<file path="src/design/sine_oscillator_voice_macros.svh">
// Assertion macros shared by the sine oscillator voice RTL.
// Depends on nothing; the including module must provide clk_i and rst_ni.
`ifndef SINE_OSCILLATOR_VOICE_MACROS_SVH
`define SINE_OSCILLATOR_VOICE_MACROS_SVH

// Same-cycle implication, disabled while reset is asserted.
`define SOV_ASSERT_IMP(lbl, ante, cons, msg) \
  lbl: assert property (@(posedge clk_i) disable iff (!rst_ni) (ante) |-> (cons)) \
    else $error(msg);

// Next-cycle implication, disabled while reset is asserted.
`define SOV_ASSERT_NXT(lbl, ante, cons, msg) \
  lbl: assert property (@(posedge clk_i) disable iff (!rst_ni) (ante) |=> (cons)) \
    else $error(msg);

`endif

</file>
<file path="src/design/sov_pkg.sv">
// Package for the sine oscillator voice: widths, codes, control structs,
// arithmetic helpers and the quarter-wave sine table. Depends on nothing.
package sov_pkg;

  // Oscillator geometry. The table depth must be a power of two.
  localparam int SINE_TABLE_DEPTH = 1024;
  localparam int PHASE_BITS       = 32;
  localparam int IDX_W            = $clog2(SINE_TABLE_DEPTH);
  localparam int QTR_W            = IDX_W - 2;
  localparam int QTR_DEPTH        = SINE_TABLE_DEPTH / 4;

  // Sample and arithmetic widths.
  localparam int SMP_W  = 16;
  localparam int OPND_W = 18;
  localparam int PROD_W = 2 * OPND_W;
  localparam int RND_W  = PROD_W - 15;
  localparam int SUM_W  = RND_W + 1;
  localparam int RAD_W  = 31;
  localparam int ROOT_W = 16;

  // Configuration port.
  localparam int CFG_IDX_W  = 3;
  localparam int CFG_DATA_W = 32;

  typedef enum logic [CFG_IDX_W-1:0] {
    CFG_PHASE_INC = 3'd0,
    CFG_AMP       = 3'd1,
    CFG_PAN       = 3'd2,
    CFG_CUT       = 3'd3,
    CFG_RES       = 3'd4,
    CFG_SLOW      = 3'd5,
    CFG_FAST      = 3'd6,
    CFG_MODE      = 3'd7
  } cfg_idx_e;

  localparam logic [1:0] MODE_OFF    = 2'd0;
  localparam logic [1:0] MODE_MONO   = 2'd1;
  localparam logic [1:0] MODE_STEREO = 2'd2;

  // Reset values of registers and state.
  localparam logic [31:0]      RST_PHASE_INC = 32'd39370534;
  localparam logic [SMP_W-1:0] Q15_ONE       = 16'd32768;
  localparam logic [SMP_W-1:0] Q15_HALF      = 16'd16384;
  localparam logic [SMP_W-1:0] RST_SLOW      = 16'd328;
  localparam logic [SMP_W-1:0] RST_FAST      = 16'd3277;
  localparam logic [SMP_W-1:0] CUT_MIN       = 16'd33;
  localparam logic [SMP_W-1:0] CUT_MAX       = 16'd32735;

  typedef enum logic [2:0] {
    ST_IDLE    = 3'd0,
    ST_START   = 3'd1,
    ST_MUL     = 3'd2,
    ST_WB      = 3'd3,
    ST_SQ_GO   = 3'd4,
    ST_SQ_WAIT = 3'd5,
    ST_OUT     = 3'd6
  } state_e;

  typedef enum logic [3:0] {
    OP_S_AMP = 4'd0,
    OP_S_PAN = 4'd1,
    OP_S_CUT = 4'd2,
    OP_S_RES = 4'd3,
    OP_FILT  = 4'd4,
    OP_RES   = 4'd5,
    OP_AMP   = 4'd6,
    OP_GL    = 4'd7,
    OP_GR    = 4'd8
  } op_e;

  typedef struct packed {
    logic capture;
    op_e  op;
    logic mul_en;
    logic wb_en;
    logic sqrt_start;
    logic out_load;
  } cmd_t;

  typedef struct packed {
    logic smooth;
    logic res_nz;
    logic stereo;
    logic sqrt_busy;
  } sts_t;

  typedef logic signed [OPND_W-1:0] opnd_t;
  typedef logic signed [PROD_W-1:0] prod_t;
  typedef logic signed [RND_W-1:0]  rnd_t;
  typedef logic signed [SUM_W-1:0]  sum_t;
  typedef logic signed [PROD_W:0]   rsum_t;

  function automatic logic [SMP_W-1:0] cap_q15(input logic [SMP_W-1:0] v);
    return (v > Q15_ONE) ? Q15_ONE : v;
  endfunction

  function automatic logic [SMP_W-1:0] clamp_cut(input logic [SMP_W-1:0] v);
    logic [SMP_W-1:0] r;
    r = v;
    if (v < CUT_MIN) r = CUT_MIN;
    if (v > CUT_MAX) r = CUT_MAX;
    return r;
  endfunction

  // Round to nearest, ties away from zero, dividing by 2^15 or 2^16.
  function automatic rnd_t round_shift(input prod_t p, input logic sh16);
    rsum_t h;
    rsum_t q;
    h = sh16 ? rsum_t'(32768) : rsum_t'(16384);
    if (p < 0) h = h - rsum_t'(1);
    q = rsum_t'(p) + h;
    return sh16 ? rnd_t'(q >>> 16) : rnd_t'(q >>> 15);
  endfunction

  function automatic logic signed [SMP_W-1:0] sat16(input sum_t v);
    logic signed [SMP_W-1:0] r;
    if (v > sum_t'(32767))       r = 16'sh7FFF;
    else if (v < sum_t'(-32768)) r = 16'sh8000;
    else                         r = v[SMP_W-1:0];
    return r;
  endfunction

  // Clamp a smoothed value to 0..1.0.
  function automatic logic [SMP_W-1:0] clamp_unit(input sum_t v);
    logic [SMP_W-1:0] r;
    if (v < 0)                   r = '0;
    else if (v > sum_t'(32768))  r = Q15_ONE;
    else                         r = v[SMP_W-1:0];
    return r;
  endfunction

  // Quarter-wave sine magnitude for in-quadrant step j (1..QTR_DEPTH),
  // a seven-term Taylor series in Q30, evaluated at elaboration.
  function automatic logic [14:0] sine_qtr_entry(input int unsigned j);
    longint unsigned r;
    longint unsigned x;
    longint unsigned x2;
    longint unsigned term;
    longint unsigned s;
    longint unsigned v;
    longint          acc;
    r    = 64'(j) << (30 - QTR_W);
    x    = (r * 64'd1686629713) >> 30;
    x2   = (x * x) >> 30;
    term = x;
    acc  = longint'(x);
    term = ((term * x2) >> 30) / 6;   acc = acc - longint'(term);
    term = ((term * x2) >> 30) / 20;  acc = acc + longint'(term);
    term = ((term * x2) >> 30) / 42;  acc = acc - longint'(term);
    term = ((term * x2) >> 30) / 72;  acc = acc + longint'(term);
    term = ((term * x2) >> 30) / 110; acc = acc - longint'(term);
    term = ((term * x2) >> 30) / 156; acc = acc + longint'(term);
    s = (acc < 0) ? 64'd0 : 64'(acc);
    v = (s * 64'd32767 + 64'd536870912) >> 30;
    if (v > 64'd32767) v = 64'd32767;
    return v[14:0];
  endfunction

  typedef logic [14:0] qtr_tab_t [QTR_DEPTH];

  function automatic qtr_tab_t build_qtr();
    qtr_tab_t t;
    for (int k = 0; k < QTR_DEPTH; k++) begin
      t[k] = sine_qtr_entry(k + 1);
    end
    return t;
  endfunction

  // Entry k holds the magnitude for in-quadrant step k+1; step zero is zero.
  localparam qtr_tab_t SINE_QTR = build_qtr();

endpackage

</file>
<file path="src/design/sov_stream_if.sv">
// Valid/ready channel interfaces for the voice's input and output words.
// Depends on sov_pkg for the sample width.
interface sov_in_if;
  logic                                 valid;
  logic                                 ready;
  logic                                 smooth_now;
  logic signed [sov_pkg::SMP_W-1:0]     mix_left;
  logic signed [sov_pkg::SMP_W-1:0]     mix_right;

  modport source (output valid, output smooth_now, output mix_left, output mix_right,
                  input ready);
  modport sink   (input valid, input smooth_now, input mix_left, input mix_right,
                  output ready);
endinterface

interface sov_out_if;
  logic                                 valid;
  logic                                 ready;
  logic signed [sov_pkg::SMP_W-1:0]     out_left;
  logic signed [sov_pkg::SMP_W-1:0]     out_right;

  modport source (output valid, output out_left, output out_right, input ready);
  modport sink   (input valid, input out_left, input out_right, output ready);
endinterface

</file>
<file path="src/design/sov_isqrt.sv">
// Bit-serial integer square root, one result bit per cycle.
// Depends on sov_pkg for the radicand and root widths.
module sov_isqrt (
  input  logic                        clk_i,
  input  logic                        rst_ni,
  input  logic                        start_i,
  input  logic [sov_pkg::RAD_W-1:0]   radicand_i,
  output logic                        busy_o,
  output logic [sov_pkg::ROOT_W-1:0]  root_o
);
  import sov_pkg::*;

  logic [RAD_W-1:0] rem_q, rem_d;
  logic [RAD_W-1:0] res_q, res_d;
  logic [RAD_W-1:0] bit_q, bit_d;
  logic [RAD_W:0]   trial;

  assign trial  = {1'b0, res_q} + {1'b0, bit_q};
  assign busy_o = |bit_q;
  assign root_o = res_q[ROOT_W-1:0];

  always_comb begin
    rem_d = rem_q;
    res_d = res_q;
    bit_d = bit_q;
    if (start_i) begin
      rem_d = radicand_i;
      res_d = '0;
      bit_d = RAD_W'(1) << (RAD_W - 1);
    end else if (busy_o) begin
      if ({1'b0, rem_q} >= trial) begin
        rem_d = rem_q - trial[RAD_W-1:0];
        res_d = (res_q >> 1) + bit_q;
      end else begin
        res_d = res_q >> 1;
      end
      bit_d = bit_q >> 2;
    end
  end

  always_ff @(posedge clk_i or negedge rst_ni) begin
    if (!rst_ni) begin
      bit_q <= '0;
    end else begin
      bit_q <= bit_d;
    end
  end

  always_ff @(posedge clk_i) begin
    rem_q <= rem_d;
    res_q <= res_d;
  end

endmodule

</file>
<file path="src/design/sov_datapath.sv">
// Datapath of the voice: configuration and voice state, sine lookup,
// shared multiplier with rounding writeback, pan gain root and output word.
// Depends on sov_pkg and sov_isqrt.
module sov_datapath (
  input  logic                                clk_i,
  input  logic                                rst_ni,
  input  logic                                cfg_we_i,
  input  logic [sov_pkg::CFG_IDX_W-1:0]       cfg_idx_i,
  input  logic [sov_pkg::CFG_DATA_W-1:0]      cfg_data_i,
  input  logic                                smooth_now_i,
  input  logic signed [sov_pkg::SMP_W-1:0]    mix_left_i,
  input  logic signed [sov_pkg::SMP_W-1:0]    mix_right_i,
  input  sov_pkg::cmd_t                       cmd_i,
  output sov_pkg::sts_t                       sts_o,
  output logic signed [sov_pkg::SMP_W-1:0]    out_left_o,
  output logic signed [sov_pkg::SMP_W-1:0]    out_right_o
);
  import sov_pkg::*;

  typedef logic [QTR_W:0] qstep_t;

  // Configuration registers.
  logic [31:0]      phase_inc_q;
  logic [SMP_W-1:0] tgt_amp_q, tgt_pan_q, tgt_cut_q, tgt_res_q, slow_q, fast_q;
  logic [1:0]       mode_q;

  // Voice state.
  logic [PHASE_BITS-1:0]   phase_q;
  logic [SMP_W-1:0]        s_amp_q, s_pan_q, s_cut_q, s_res_q;
  logic signed [SMP_W-1:0] fmem_q;

  // Per-sample working registers.
  logic                    smooth_q;
  logic signed [SMP_W-1:0] ml_q, mr_q, x_q, out_l_q, out_r_q;
  prod_t                   prod_q;
  logic signed [17:0]      f_q;
  logic signed [16:0]      a_q, cl_q, cr_q;

  // Sine lookup from the top phase bits, using quarter-wave symmetry.
  logic [IDX_W-1:0]        idx;
  logic [1:0]              quad;
  logic [QTR_W-1:0]        low;
  qstep_t                  step;
  logic [14:0]             mag;
  logic signed [SMP_W-1:0] x_now;

  assign idx  = phase_q[PHASE_BITS-1 -: IDX_W];
  assign quad = idx[IDX_W-1 -: 2];
  assign low  = idx[QTR_W-1:0];
  assign step = quad[0] ? (qstep_t'(QTR_DEPTH) - {1'b0, low}) : {1'b0, low};
  assign mag  = (step == '0) ? '0 : SINE_QTR[QTR_W'(step - qstep_t'(1))];
  assign x_now = quad[1] ? -$signed({1'b0, mag}) : $signed({1'b0, mag});

  // Operand selection for the shared multiplier.
  opnd_t            opa, opb;
  logic [SMP_W-1:0] s_cur, tgt_cur, coef_cur;

  always_comb begin
    s_cur    = s_amp_q;
    tgt_cur  = tgt_amp_q;
    coef_cur = slow_q;
    case (cmd_i.op)
      OP_S_PAN: begin
        s_cur    = s_pan_q;
        tgt_cur  = tgt_pan_q;
      end
      OP_S_CUT: begin
        s_cur    = s_cut_q;
        tgt_cur  = tgt_cut_q;
        coef_cur = fast_q;
      end
      OP_S_RES: begin
        s_cur    = s_res_q;
        tgt_cur  = tgt_res_q;
        coef_cur = fast_q;
      end
      default: ;
    endcase
  end

  logic [ROOT_W-1:0] root;

  always_comb begin
    case (cmd_i.op)
      OP_FILT: begin
        opa = opnd_t'(x_q) - opnd_t'(fmem_q);
        opb = $signed({2'b00, clamp_cut(s_cut_q)});
      end
      OP_RES: begin
        opa = opnd_t'(x_q) - f_q;
        opb = $signed({2'b00, s_res_q});
      end
      OP_AMP: begin
        opa = opnd_t'(fmem_q);
        opb = $signed({2'b00, s_amp_q});
      end
      OP_GL: begin
        opa = opnd_t'(a_q);
        opb = $signed({2'b00, root});
      end
      OP_GR: begin
        opa = opnd_t'(a_q);
        opb = $signed({2'b00, root});
      end
      default: begin
        opa = $signed({2'b00, cap_q15(tgt_cur)}) - $signed({2'b00, s_cur});
        opb = $signed({2'b00, cap_q15(coef_cur)});
      end
    endcase
  end

  // Writeback arithmetic.
  rnd_t             rnd;
  sum_t             s_new, f_new, r_new;
  logic [SMP_W-1:0] s_clamped;

  assign rnd       = round_shift(prod_q, cmd_i.op == OP_RES);
  assign s_new     = $signed({6'b0, s_cur}) + sum_t'(rnd);
  assign s_clamped = clamp_unit(s_new);
  assign f_new     = sum_t'(fmem_q) + sum_t'(rnd);
  assign r_new     = sum_t'(f_q) + sum_t'(rnd);

  // Output mix.
  logic signed [16:0] add_l, add_r;
  sum_t               l_sum, r_sum;

  always_comb begin
    add_l = '0;
    add_r = '0;
    case (mode_q)
      MODE_STEREO: begin
        add_l = cl_q;
        add_r = cr_q;
      end
      MODE_MONO: add_l = a_q;
      default: ;
    endcase
  end

  assign l_sum = sum_t'(ml_q) + sum_t'(add_l);
  assign r_sum = sum_t'(mr_q) + sum_t'(add_r);

  // Pan gain root: left gain from 1.0 - pan, right gain from pan.
  logic [SMP_W-1:0] pan_side;
  logic [RAD_W-1:0] radicand;
  logic             sqrt_busy;

  assign pan_side = (cmd_i.op == OP_GL) ? SMP_W'({1'b0, Q15_ONE} - {1'b0, s_pan_q})
                                        : s_pan_q;
  assign radicand = {pan_side, 15'b0};

  sov_isqrt u_isqrt (
    .clk_i      (clk_i),
    .rst_ni     (rst_ni),
    .start_i    (cmd_i.sqrt_start),
    .radicand_i (radicand),
    .busy_o     (sqrt_busy),
    .root_o     (root)
  );

  // Configuration and voice state.
  always_ff @(posedge clk_i or negedge rst_ni) begin
    if (!rst_ni) begin
      phase_inc_q <= RST_PHASE_INC;
      tgt_amp_q   <= '0;
      tgt_pan_q   <= Q15_HALF;
      tgt_cut_q   <= Q15_ONE;
      tgt_res_q   <= '0;
      slow_q      <= RST_SLOW;
      fast_q      <= RST_FAST;
      mode_q      <= MODE_STEREO;
      phase_q     <= '0;
      s_amp_q     <= '0;
      s_pan_q     <= Q15_HALF;
      s_cut_q     <= Q15_ONE;
      s_res_q     <= '0;
      fmem_q      <= '0;
    end else begin
      if (cfg_we_i) begin
        case (cfg_idx_e'(cfg_idx_i))
          CFG_PHASE_INC: phase_inc_q <= cfg_data_i;
          CFG_AMP:       tgt_amp_q   <= cfg_data_i[SMP_W-1:0];
          CFG_PAN:       tgt_pan_q   <= cfg_data_i[SMP_W-1:0];
          CFG_CUT:       tgt_cut_q   <= cfg_data_i[SMP_W-1:0];
          CFG_RES:       tgt_res_q   <= cfg_data_i[SMP_W-1:0];
          CFG_SLOW:      slow_q      <= cfg_data_i[SMP_W-1:0];
          CFG_FAST:      fast_q      <= cfg_data_i[SMP_W-1:0];
          CFG_MODE:      mode_q      <= cfg_data_i[1:0];
          default: ;
        endcase
      end
      if (cmd_i.wb_en) begin
        case (cmd_i.op)
          OP_S_AMP: s_amp_q <= s_clamped;
          OP_S_PAN: s_pan_q <= s_clamped;
          OP_S_CUT: s_cut_q <= s_clamped;
          OP_S_RES: s_res_q <= s_clamped;
          OP_FILT:  fmem_q  <= sat16(f_new);
          OP_RES:   fmem_q  <= sat16(r_new);
          default: ;
        endcase
      end
      if (cmd_i.out_load) begin
        phase_q <= phase_q + PHASE_BITS'(phase_inc_q);
      end
    end
  end

  // Working registers.
  always_ff @(posedge clk_i) begin
    if (cmd_i.capture) begin
      smooth_q <= smooth_now_i;
      ml_q     <= mix_left_i;
      mr_q     <= mix_right_i;
      x_q      <= x_now;
    end
    if (cmd_i.mul_en) begin
      prod_q <= opa * opb;
    end
    if (cmd_i.wb_en) begin
      case (cmd_i.op)
        OP_FILT: f_q  <= 18'(f_new);
        OP_AMP:  a_q  <= 17'(rnd);
        OP_GL:   cl_q <= 17'(rnd);
        OP_GR:   cr_q <= 17'(rnd);
        default: ;
      endcase
    end
    if (cmd_i.out_load) begin
      out_l_q <= sat16(l_sum);
      out_r_q <= sat16(r_sum);
    end
  end

  assign out_left_o  = out_l_q;
  assign out_right_o = out_r_q;

  assign sts_o.smooth    = smooth_q;
  assign sts_o.res_nz    = (s_res_q != '0);
  assign sts_o.stereo    = (mode_q == MODE_STEREO);
  assign sts_o.sqrt_busy = sqrt_busy;

endmodule

</file>
<file path="src/design/sov_ctrl.sv">
// Controller of the voice: sequences smoothing, filter, resonance, amplitude
// and pan steps over the datapath and owns the channel handshakes.
// Depends on sov_pkg and sine_oscillator_voice_macros.svh.
`include "sine_oscillator_voice_macros.svh"

module sov_ctrl (
  input  logic           clk_i,
  input  logic           rst_ni,
  input  logic           in_valid_i,
  output logic           in_ready_o,
  output logic           out_valid_o,
  input  logic           out_ready_i,
  input  sov_pkg::sts_t  sts_i,
  output sov_pkg::cmd_t  cmd_o
);
  import sov_pkg::*;

  state_e state_q, state_d;
  op_e    op_q, op_d;
  logic   out_valid_q, out_valid_d;
  logic   out_free;

  assign out_free = !out_valid_q || out_ready_i;

  // Next state and next operation.
  always_comb begin
    state_d = state_q;
    op_d    = op_q;
    case (state_q)
      ST_IDLE: begin
        if (in_valid_i) state_d = ST_START;
      end
      ST_START: begin
        state_d = ST_MUL;
        op_d    = sts_i.smooth ? OP_S_AMP : OP_FILT;
      end
      ST_MUL: state_d = ST_WB;
      ST_WB: begin
        state_d = ST_MUL;
        case (op_q)
          OP_S_AMP: op_d = OP_S_PAN;
          OP_S_PAN: op_d = OP_S_CUT;
          OP_S_CUT: op_d = OP_S_RES;
          OP_S_RES: op_d = OP_FILT;
          OP_FILT:  op_d = sts_i.res_nz ? OP_RES : OP_AMP;
          OP_RES:   op_d = OP_AMP;
          OP_AMP: begin
            if (sts_i.stereo) begin
              op_d    = OP_GL;
              state_d = ST_SQ_GO;
            end else begin
              state_d = ST_OUT;
            end
          end
          OP_GL: begin
            op_d    = OP_GR;
            state_d = ST_SQ_GO;
          end
          default: state_d = ST_OUT;
        endcase
      end
      ST_SQ_GO: state_d = ST_SQ_WAIT;
      ST_SQ_WAIT: begin
        if (!sts_i.sqrt_busy) state_d = ST_MUL;
      end
      ST_OUT: begin
        if (out_free) state_d = ST_IDLE;
      end
      default: state_d = ST_IDLE;
    endcase
  end

  // Commands and handshake outputs.
  always_comb begin
    cmd_o            = '0;
    cmd_o.op         = op_q;
    in_ready_o       = 1'b0;
    out_valid_d      = out_valid_q && !out_ready_i;
    case (state_q)
      ST_IDLE: begin
        in_ready_o    = 1'b1;
        cmd_o.capture = in_valid_i;
      end
      ST_MUL:   cmd_o.mul_en     = 1'b1;
      ST_WB:    cmd_o.wb_en      = 1'b1;
      ST_SQ_GO: cmd_o.sqrt_start = 1'b1;
      ST_OUT: begin
        cmd_o.out_load = out_free;
        if (out_free) out_valid_d = 1'b1;
      end
      default: ;
    endcase
  end

  assign out_valid_o = out_valid_q;

  always_ff @(posedge clk_i or negedge rst_ni) begin
    if (!rst_ni) begin
      state_q     <= ST_IDLE;
      op_q        <= OP_FILT;
      out_valid_q <= 1'b0;
    end else begin
      state_q     <= state_d;
      op_q        <= op_d;
      out_valid_q <= out_valid_d;
    end
  end

  `SOV_ASSERT_IMP(a_sqrt_start_idle, cmd_o.sqrt_start, !sts_i.sqrt_busy, "root unit started while busy")
  `SOV_ASSERT_NXT(a_accept_starts, in_valid_i && in_ready_o, state_q == ST_START, "accepted word did not start")
  `SOV_ASSERT_IMP(a_wb_after_mul, state_q == ST_WB, $past(state_q) == ST_MUL, "writeback without a product")

endmodule

</file>
<file path="src/design/sine_oscillator_voice.sv">
// Top level of the sine oscillator voice: controller, datapath and ports.
// Depends on sov_pkg, sov_stream_if, sov_ctrl and sov_datapath.
//
//  Channel   Direction  Handshake            Word
//  in_ch_i   in         valid/ready          smooth_now, mix_left, mix_right
//  out_ch_o  out        valid/ready          out_left, out_right
//  cfg       in         cfg_we_i, no wait    cfg_idx_i, cfg_data_i (32 bits)
//
// A word's result can be taken after the start step, the filter and
// amplitude multiplies and the output load. Smoothing adds the amplitude,
// pan, cutoff and resonance smoothing multiplies, and resonance adds its
// own multiply. Stereo panning adds, for each of the two pan gains,
// a start step, a wait on the bit-serial square root and a multiply with
// its writeback. All multiplies use the shared 18 by 18 multiplier. Reset
// is asynchronous and active low; it restores the configuration registers
// and the voice state but not the working registers. A finished word
// waits in the output register while the next input word is taken; the
// datapath holds at the output step only if that register is still full.
module sine_oscillator_voice (
  input  logic                            clk_i,
  input  logic                            rst_ni,
  sov_in_if.sink                          in_ch_i,
  sov_out_if.source                       out_ch_o,
  input  logic                            cfg_we_i,
  input  logic [sov_pkg::CFG_IDX_W-1:0]   cfg_idx_i,
  input  logic [sov_pkg::CFG_DATA_W-1:0]  cfg_data_i
);
  import sov_pkg::*;

  // Command and status between the controller and the datapath.
  cmd_t cmd;
  sts_t sts;
  logic in_ready;
  logic out_valid;

  sov_ctrl u_ctrl (
    .clk_i       (clk_i),
    .rst_ni      (rst_ni),
    .in_valid_i  (in_ch_i.valid),
    .in_ready_o  (in_ready),
    .out_valid_o (out_valid),
    .out_ready_i (out_ch_o.ready),
    .sts_i       (sts),
    .cmd_o       (cmd)
  );

  // The datapath holds the registers, voice state and output word.
  sov_datapath u_datapath (
    .clk_i        (clk_i),
    .rst_ni       (rst_ni),
    .cfg_we_i     (cfg_we_i),
    .cfg_idx_i    (cfg_idx_i),
    .cfg_data_i   (cfg_data_i),
    .smooth_now_i (in_ch_i.smooth_now),
    .mix_left_i   (in_ch_i.mix_left),
    .mix_right_i  (in_ch_i.mix_right),
    .cmd_i        (cmd),
    .sts_o        (sts),
    .out_left_o   (out_ch_o.out_left),
    .out_right_o  (out_ch_o.out_right)
  );

  assign in_ch_i.ready  = in_ready;
  assign out_ch_o.valid = out_valid;

endmodule
</file>
<file path="src/flat_wrapper.sv">
// flat-port wrapper written by rule: the top's interface ports become plain ports
module sine_oscillator_voice_flat import sov_pkg::*;
  (clk_i, rst_ni, cfg_we_i, cfg_idx_i, cfg_data_i, in_ch_i_valid, in_ch_i_smooth_now, in_ch_i_mix_left, in_ch_i_mix_right, in_ch_i_ready, out_ch_o_valid, out_ch_o_out_left, out_ch_o_out_right, out_ch_o_ready);
  sov_in_if in_ch_i_i ();
  sov_out_if out_ch_o_i ();
  input  logic clk_i;
  input  logic rst_ni;
  input  logic cfg_we_i;
  input  logic [sov_pkg::CFG_IDX_W-1:0] cfg_idx_i;
  input  logic [sov_pkg::CFG_DATA_W-1:0] cfg_data_i;
  input wire logic [$bits(in_ch_i_i.valid)-1:0] in_ch_i_valid;
  input wire logic [$bits(in_ch_i_i.smooth_now)-1:0] in_ch_i_smooth_now;
  input wire logic [$bits(in_ch_i_i.mix_left)-1:0] in_ch_i_mix_left;
  input wire logic [$bits(in_ch_i_i.mix_right)-1:0] in_ch_i_mix_right;
  output wire logic [$bits(in_ch_i_i.ready)-1:0] in_ch_i_ready;
  output wire logic [$bits(out_ch_o_i.valid)-1:0] out_ch_o_valid;
  output wire logic [$bits(out_ch_o_i.out_left)-1:0] out_ch_o_out_left;
  output wire logic [$bits(out_ch_o_i.out_right)-1:0] out_ch_o_out_right;
  input wire logic [$bits(out_ch_o_i.ready)-1:0] out_ch_o_ready;
  assign in_ch_i_i.valid = in_ch_i_valid;
  assign in_ch_i_i.smooth_now = in_ch_i_smooth_now;
  assign in_ch_i_i.mix_left = in_ch_i_mix_left;
  assign in_ch_i_i.mix_right = in_ch_i_mix_right;
  assign in_ch_i_ready = in_ch_i_i.ready;
  assign out_ch_o_valid = out_ch_o_i.valid;
  assign out_ch_o_out_left = out_ch_o_i.out_left;
  assign out_ch_o_out_right = out_ch_o_i.out_right;
  assign out_ch_o_i.ready = out_ch_o_ready;
  sine_oscillator_voice u_core (.clk_i(clk_i), .rst_ni(rst_ni), .in_ch_i(in_ch_i_i), .out_ch_o(out_ch_o_i), .cfg_we_i(cfg_we_i), .cfg_idx_i(cfg_idx_i), .cfg_data_i(cfg_data_i));
endmodule
</file>
<file path="config.mk">
export PLATFORM = sky130hd
export DESIGN_NAME = sine_oscillator_voice_flat
export DESIGN_NICKNAME = d
export VERILOG_FILES = /design/src/design/sov_pkg.sv /design/src/design/sov_stream_if.sv /design/src/design/sov_isqrt.sv /design/src/design/sov_datapath.sv /design/src/design/sov_ctrl.sv /design/src/design/sine_oscillator_voice.sv /design/src/flat_wrapper.sv
export VERILOG_INCLUDE_DIRS = /design/src /design/src/design
export SDC_FILE = /design/constraint.sdc
export NUM_CORES = 2
export LEC_CHECK = 0
export ABC_CLOCK_PERIOD_IN_PS = 10470
export BUFFER_PORTS_ARGS = -buffer_cell sky130_fd_sc_hd__buf_2
export CORE_MARGIN = 2
export CORE_UTILIZATION = 59
export DETAILED_ROUTE_END_ITERATION = 16
export GPL_TIMING_DRIVEN = 0
export MAX_ROUTING_LAYER = met4
export PLACE_DENSITY = 0.79
export SYNTH_ARGS = -nofsm -noshare
export SYNTH_HDL_FRONTEND = slang
export SYNTH_SLANG_ARGS = --single-unit
export TNS_END_PERCENT = 30
</file>
<file path="constraint.sdc">
create_clock -name clk_i -period 10.47 [get_ports clk_i]
set_input_delay 1.047 -clock clk_i [delete_from_list [all_inputs] [get_ports clk_i]]
set_output_delay 1.047 -clock clk_i [all_outputs]
set_load 0.01 [all_outputs]
</file>
==> key figures <==
Status
  – Status: finished, violations left
  – Failing checks: max-capacitance violations, max-slew violations, negative setup slack

Cells and area
  – FILL cells: 6,339
  – Final instance area: 56,970 um2
  – Final Net Count: 6,838
  – Synthesis-to-layout area growth: 11.08%
  – Fraction of layout cells with a size suffix above 1: 0.1226

Clocking
  – CTS clk-pin slew, worst paths: 0.07 ns
  – Clk Latency, worst-skew pair: 0.69 ns
  – Sink Count: 513
  – CTS tree: built
  – Clock root cell: clkbuf_16
  – CTS Buf Count: 57
  – H-tree depth: 2
  – Max clock buf depth: 3

Job
  – Max_cap viols: 6

Yosys
  – Post-synthesis cell count: 5,867
  – Synth top area share: 0.1183
  – Ys flop type: dfrtp_1
  – Yosys cell types: 106
  – Most area-hungry cell type in the Yosys netlist: fa_1
  – Syn avg cell area: 8.741 um2
  – Yosys Warn Count: 0
  – Yosys reg bits: 513
  – EDFF count, synth: 201
  – Syn nets: 6,608
  – Top cells by count, synth: 575 x nand2_1, 532 x inv_1, 500 x nor2_1
  – Post-synth ARST share: 0.5185
  – Top cells by area, synth: fa_1 12%, edfxtp_1 12%, dfrtp_1 12%
  – Cell Area, Synth: 51,280 um2
  – Most frequent cell after synthesis: nand2_1
  – Sequential area share after synthesis: 0.2662

Critical path
  – Slowest stage cell, crit path: fa_1
  – Critical path data required time: 10.87 ns
  – Startpoint Class: flop
  – Slowest stage delay, CP: 0.83 ns
  – CP Max Fanout: 10
  – Crit end category: flop
  – Most frequent CP cell: fa_1
  – WS Path Type: flop to flop
  – Worst Path Arrival: 11.41 ns

GRT
  – Vias in the first global route: 51,310
  – GR Overflow Total: 0
  – Overall routing resource usage: 0.5085
  – First-pass GRT wire length: 327,700 um
  – Initial antenna violation count: 13
  – Largest net degree at the start of global routing: 94

Detailed routing
  – DR vias/cell: 7.146
  – DRT antenna net count: 0
  – Drt wl/cell: 31.48 um
  – Iter 0 DRT Violations: 8,338
  – DRT Wirelength: 230,400 um
  – Drt pass-1 iters: 13
  – DRC viols: 0
  – Vias after detailed routing: 52,300

Floorplan
  – I/O pin cnt: 107
  – Die area: 89,290 um2
  – Initial Util: 0.5930
  – Row count: 108
  – Die Wd: 298.8 um
  – Die Y: 298.8 um
  – CORE AREA: 86,480 um2

Placement
  – Area after DPL: 53,510 um2
  – Final Wtd Congestion: 1.125
  – I/O Buffers: 103
  – DP Wirelength: 167,000 um

Min path
  – Worst min path class: primary input to async pin

Timing
  – Worst rel slew slack: -0.06712
  – Fin crit share: 1.051
  – Fin. max-slew vios: 18
  – Max Clock Freq: 0.09088 GHz
  – Final Critical Period: 11.00 ns
  – Endpoints failing hold: 0
  – Final worst-path setup slack: -0.5330 ns
  – Setup TNS: -2.064 ns
  – Final Skew: 0.05558 ns
  – Measured slew at the worst slew-check pin: 1.584 ns
  – Setup Viol. Count Final: 9
## layer usage
metal | up-vias | track usage | wire length (um)
met2 | 4453 | 0.7623 | 99450
met4 | 0 | 0.3895 | 23230
li1 | 21370 | - | -
met1 | 24930 | 0.5840 | 79390
met3 | 1550 | 0.1321 | 28310
met5 | - | - | 0
## path summary, 6_finish.rpt
path | from | end | slack [ns] | depth (start not counted)
max | u_core.u_ctrl.op_q[3]$_DFFE_PN0P_ | u_core.u_datapath.prod_q[32]$_DFFE_PP_ | -0.53 | 39
max reg2reg | u_core.u_ctrl.op_q[3]$_DFFE_PN0P_ | u_core.u_datapath.prod_q[32]$_DFFE_PP_ | -0.53 | 39
min | rst_ni | u_core.u_datapath.phase_q[18]$_DFFE_PN0P_ | 0.39 | 1
max in group asynchronous | rst_ni | u_core.u_datapath.s_pan_q[14]$_DFFE_PN1P_ | 9.02 | 2
min in group clk_i | u_core.u_datapath.u_isqrt.rem_q[3]$_SDFFE_PP0P_ | u_core.u_datapath.u_isqrt.rem_q[3]$_SDFFE_PP0P_ | 0.47 | 2
min reg2reg | u_core.u_datapath.u_isqrt.rem_q[3]$_SDFFE_PP0P_ | u_core.u_datapath.u_isqrt.rem_q[3]$_SDFFE_PP0P_ | 0.47 | 2
## cell families (layout without fill, tap and decap cells)
group / after synthesis / after routing / synth area share
buf+inv: 827 / 1102 / 0.06253
xor+xnor: 284 / 284 / 0.05011
simple gates: 1754 / 1754 / 0.1595
mux: 212 / 212 / 0.04567
fa+ha+maj: 669 / 669 / 0.2075
flops: 513 / 513 / 0.2662
compound gates: 1608 / 1608 / 0.2085
other cells: 0 / 21 / 0
## sequential cells by signal, indices dropped and copies added (netlist names), 17 cells and up
signal	cells
u_core.u_datapath.a_q	17
u_core.u_datapath.cl_q	17
u_core.u_datapath.cr_q	17
u_core.u_datapath.f_q	18
u_core.u_datapath.phase_inc_q	32
u_core.u_datapath.phase_q	32
u_core.u_datapath.prod_q	35
u_core.u_datapath.u_isqrt.rem_q	31
u_core.u_datapath.u_isqrt.res_q	31
## metrics by stage
| step | instances | utilization | setup WS [ns] | hold WS (ns) |
|---|---|---|---|---|
| after floorplan | 5867 | - | 0.4328 | 0.4403 |
| after global placement | 7125 | 0.6157 | -2.769 | 0.4505 |
| after detailed placement | 7139 | 0.6187 | -2.974 | 0.4554 |
| after CTS | 7255 | 0.6497 | 0.01164 | 0.4090 |
| after global routing | 7316 | 0.6586 | -0.5632 | 0.4622 |
| final | 7318 | 0.6587 | -0.5330 | 0.3870 |
## cell type report
class / count / area, um2 / share of cell area
Multi-Input combinational cell: 4527 / 35250 / 0.6187
Sequential cell: 513 / 13650 / 0.2396
Inverter: 537 / 2033 / 0.03569
Clock buffer: 77 / 1634 / 0.02869
Tap cell: 1155 / 1445 / 0.02537
Buffer: 284 / 1306 / 0.02293
Timing Repair Buffer: 177 / 1182 / 0.02076
Clock inverter: 27 / 414.1 / 0.007270
Antenna cell: 21 / 52.55 / 0.0009225
## placed cells by master (no fill, tap or decap), drive strengths merged, types with 115 or more instances in the layout
master | Yosys | final
ha | 365 | 365
clkbuf | 209 | 272
buf | 81 | 266
nor3 | 119 | 119
a21o | 115 | 115
nor2 | 500 | 500
nand2 | 576 | 576
inv | 533 | 535
dfrtp | 236 | 236
mux2 | 143 | 143
xnor2 | 192 | 192
fa | 303 | 303
a21oi | 351 | 351
edfxtp | 201 | 201
o21ai | 361 | 361
nand3 | 116 | 116
## worst max-delay path, delay by kind of cell, from the launching register on
family                   cells  cell delay [ns]
AND/OR/NAND/NOR              5             1.04
flip-flops                   1             0.47
buffers and inverters        6             1.07
XOR/XNOR                     1             0.09
adder cells (fa/ha/maj)      8             4.20
AO/OA/AOI/OAI               19             3.85
## timing repair
action,in CTS,in global routing
setup endpoints to repair,72,95
setup buffers,16,41
gates resized for setup,132,123
pin swaps,10,34
hold buffers,0,0
Power is not shown: default switching activity piles up to over one toggle a cycle in this logic, so the estimate is an artifact.
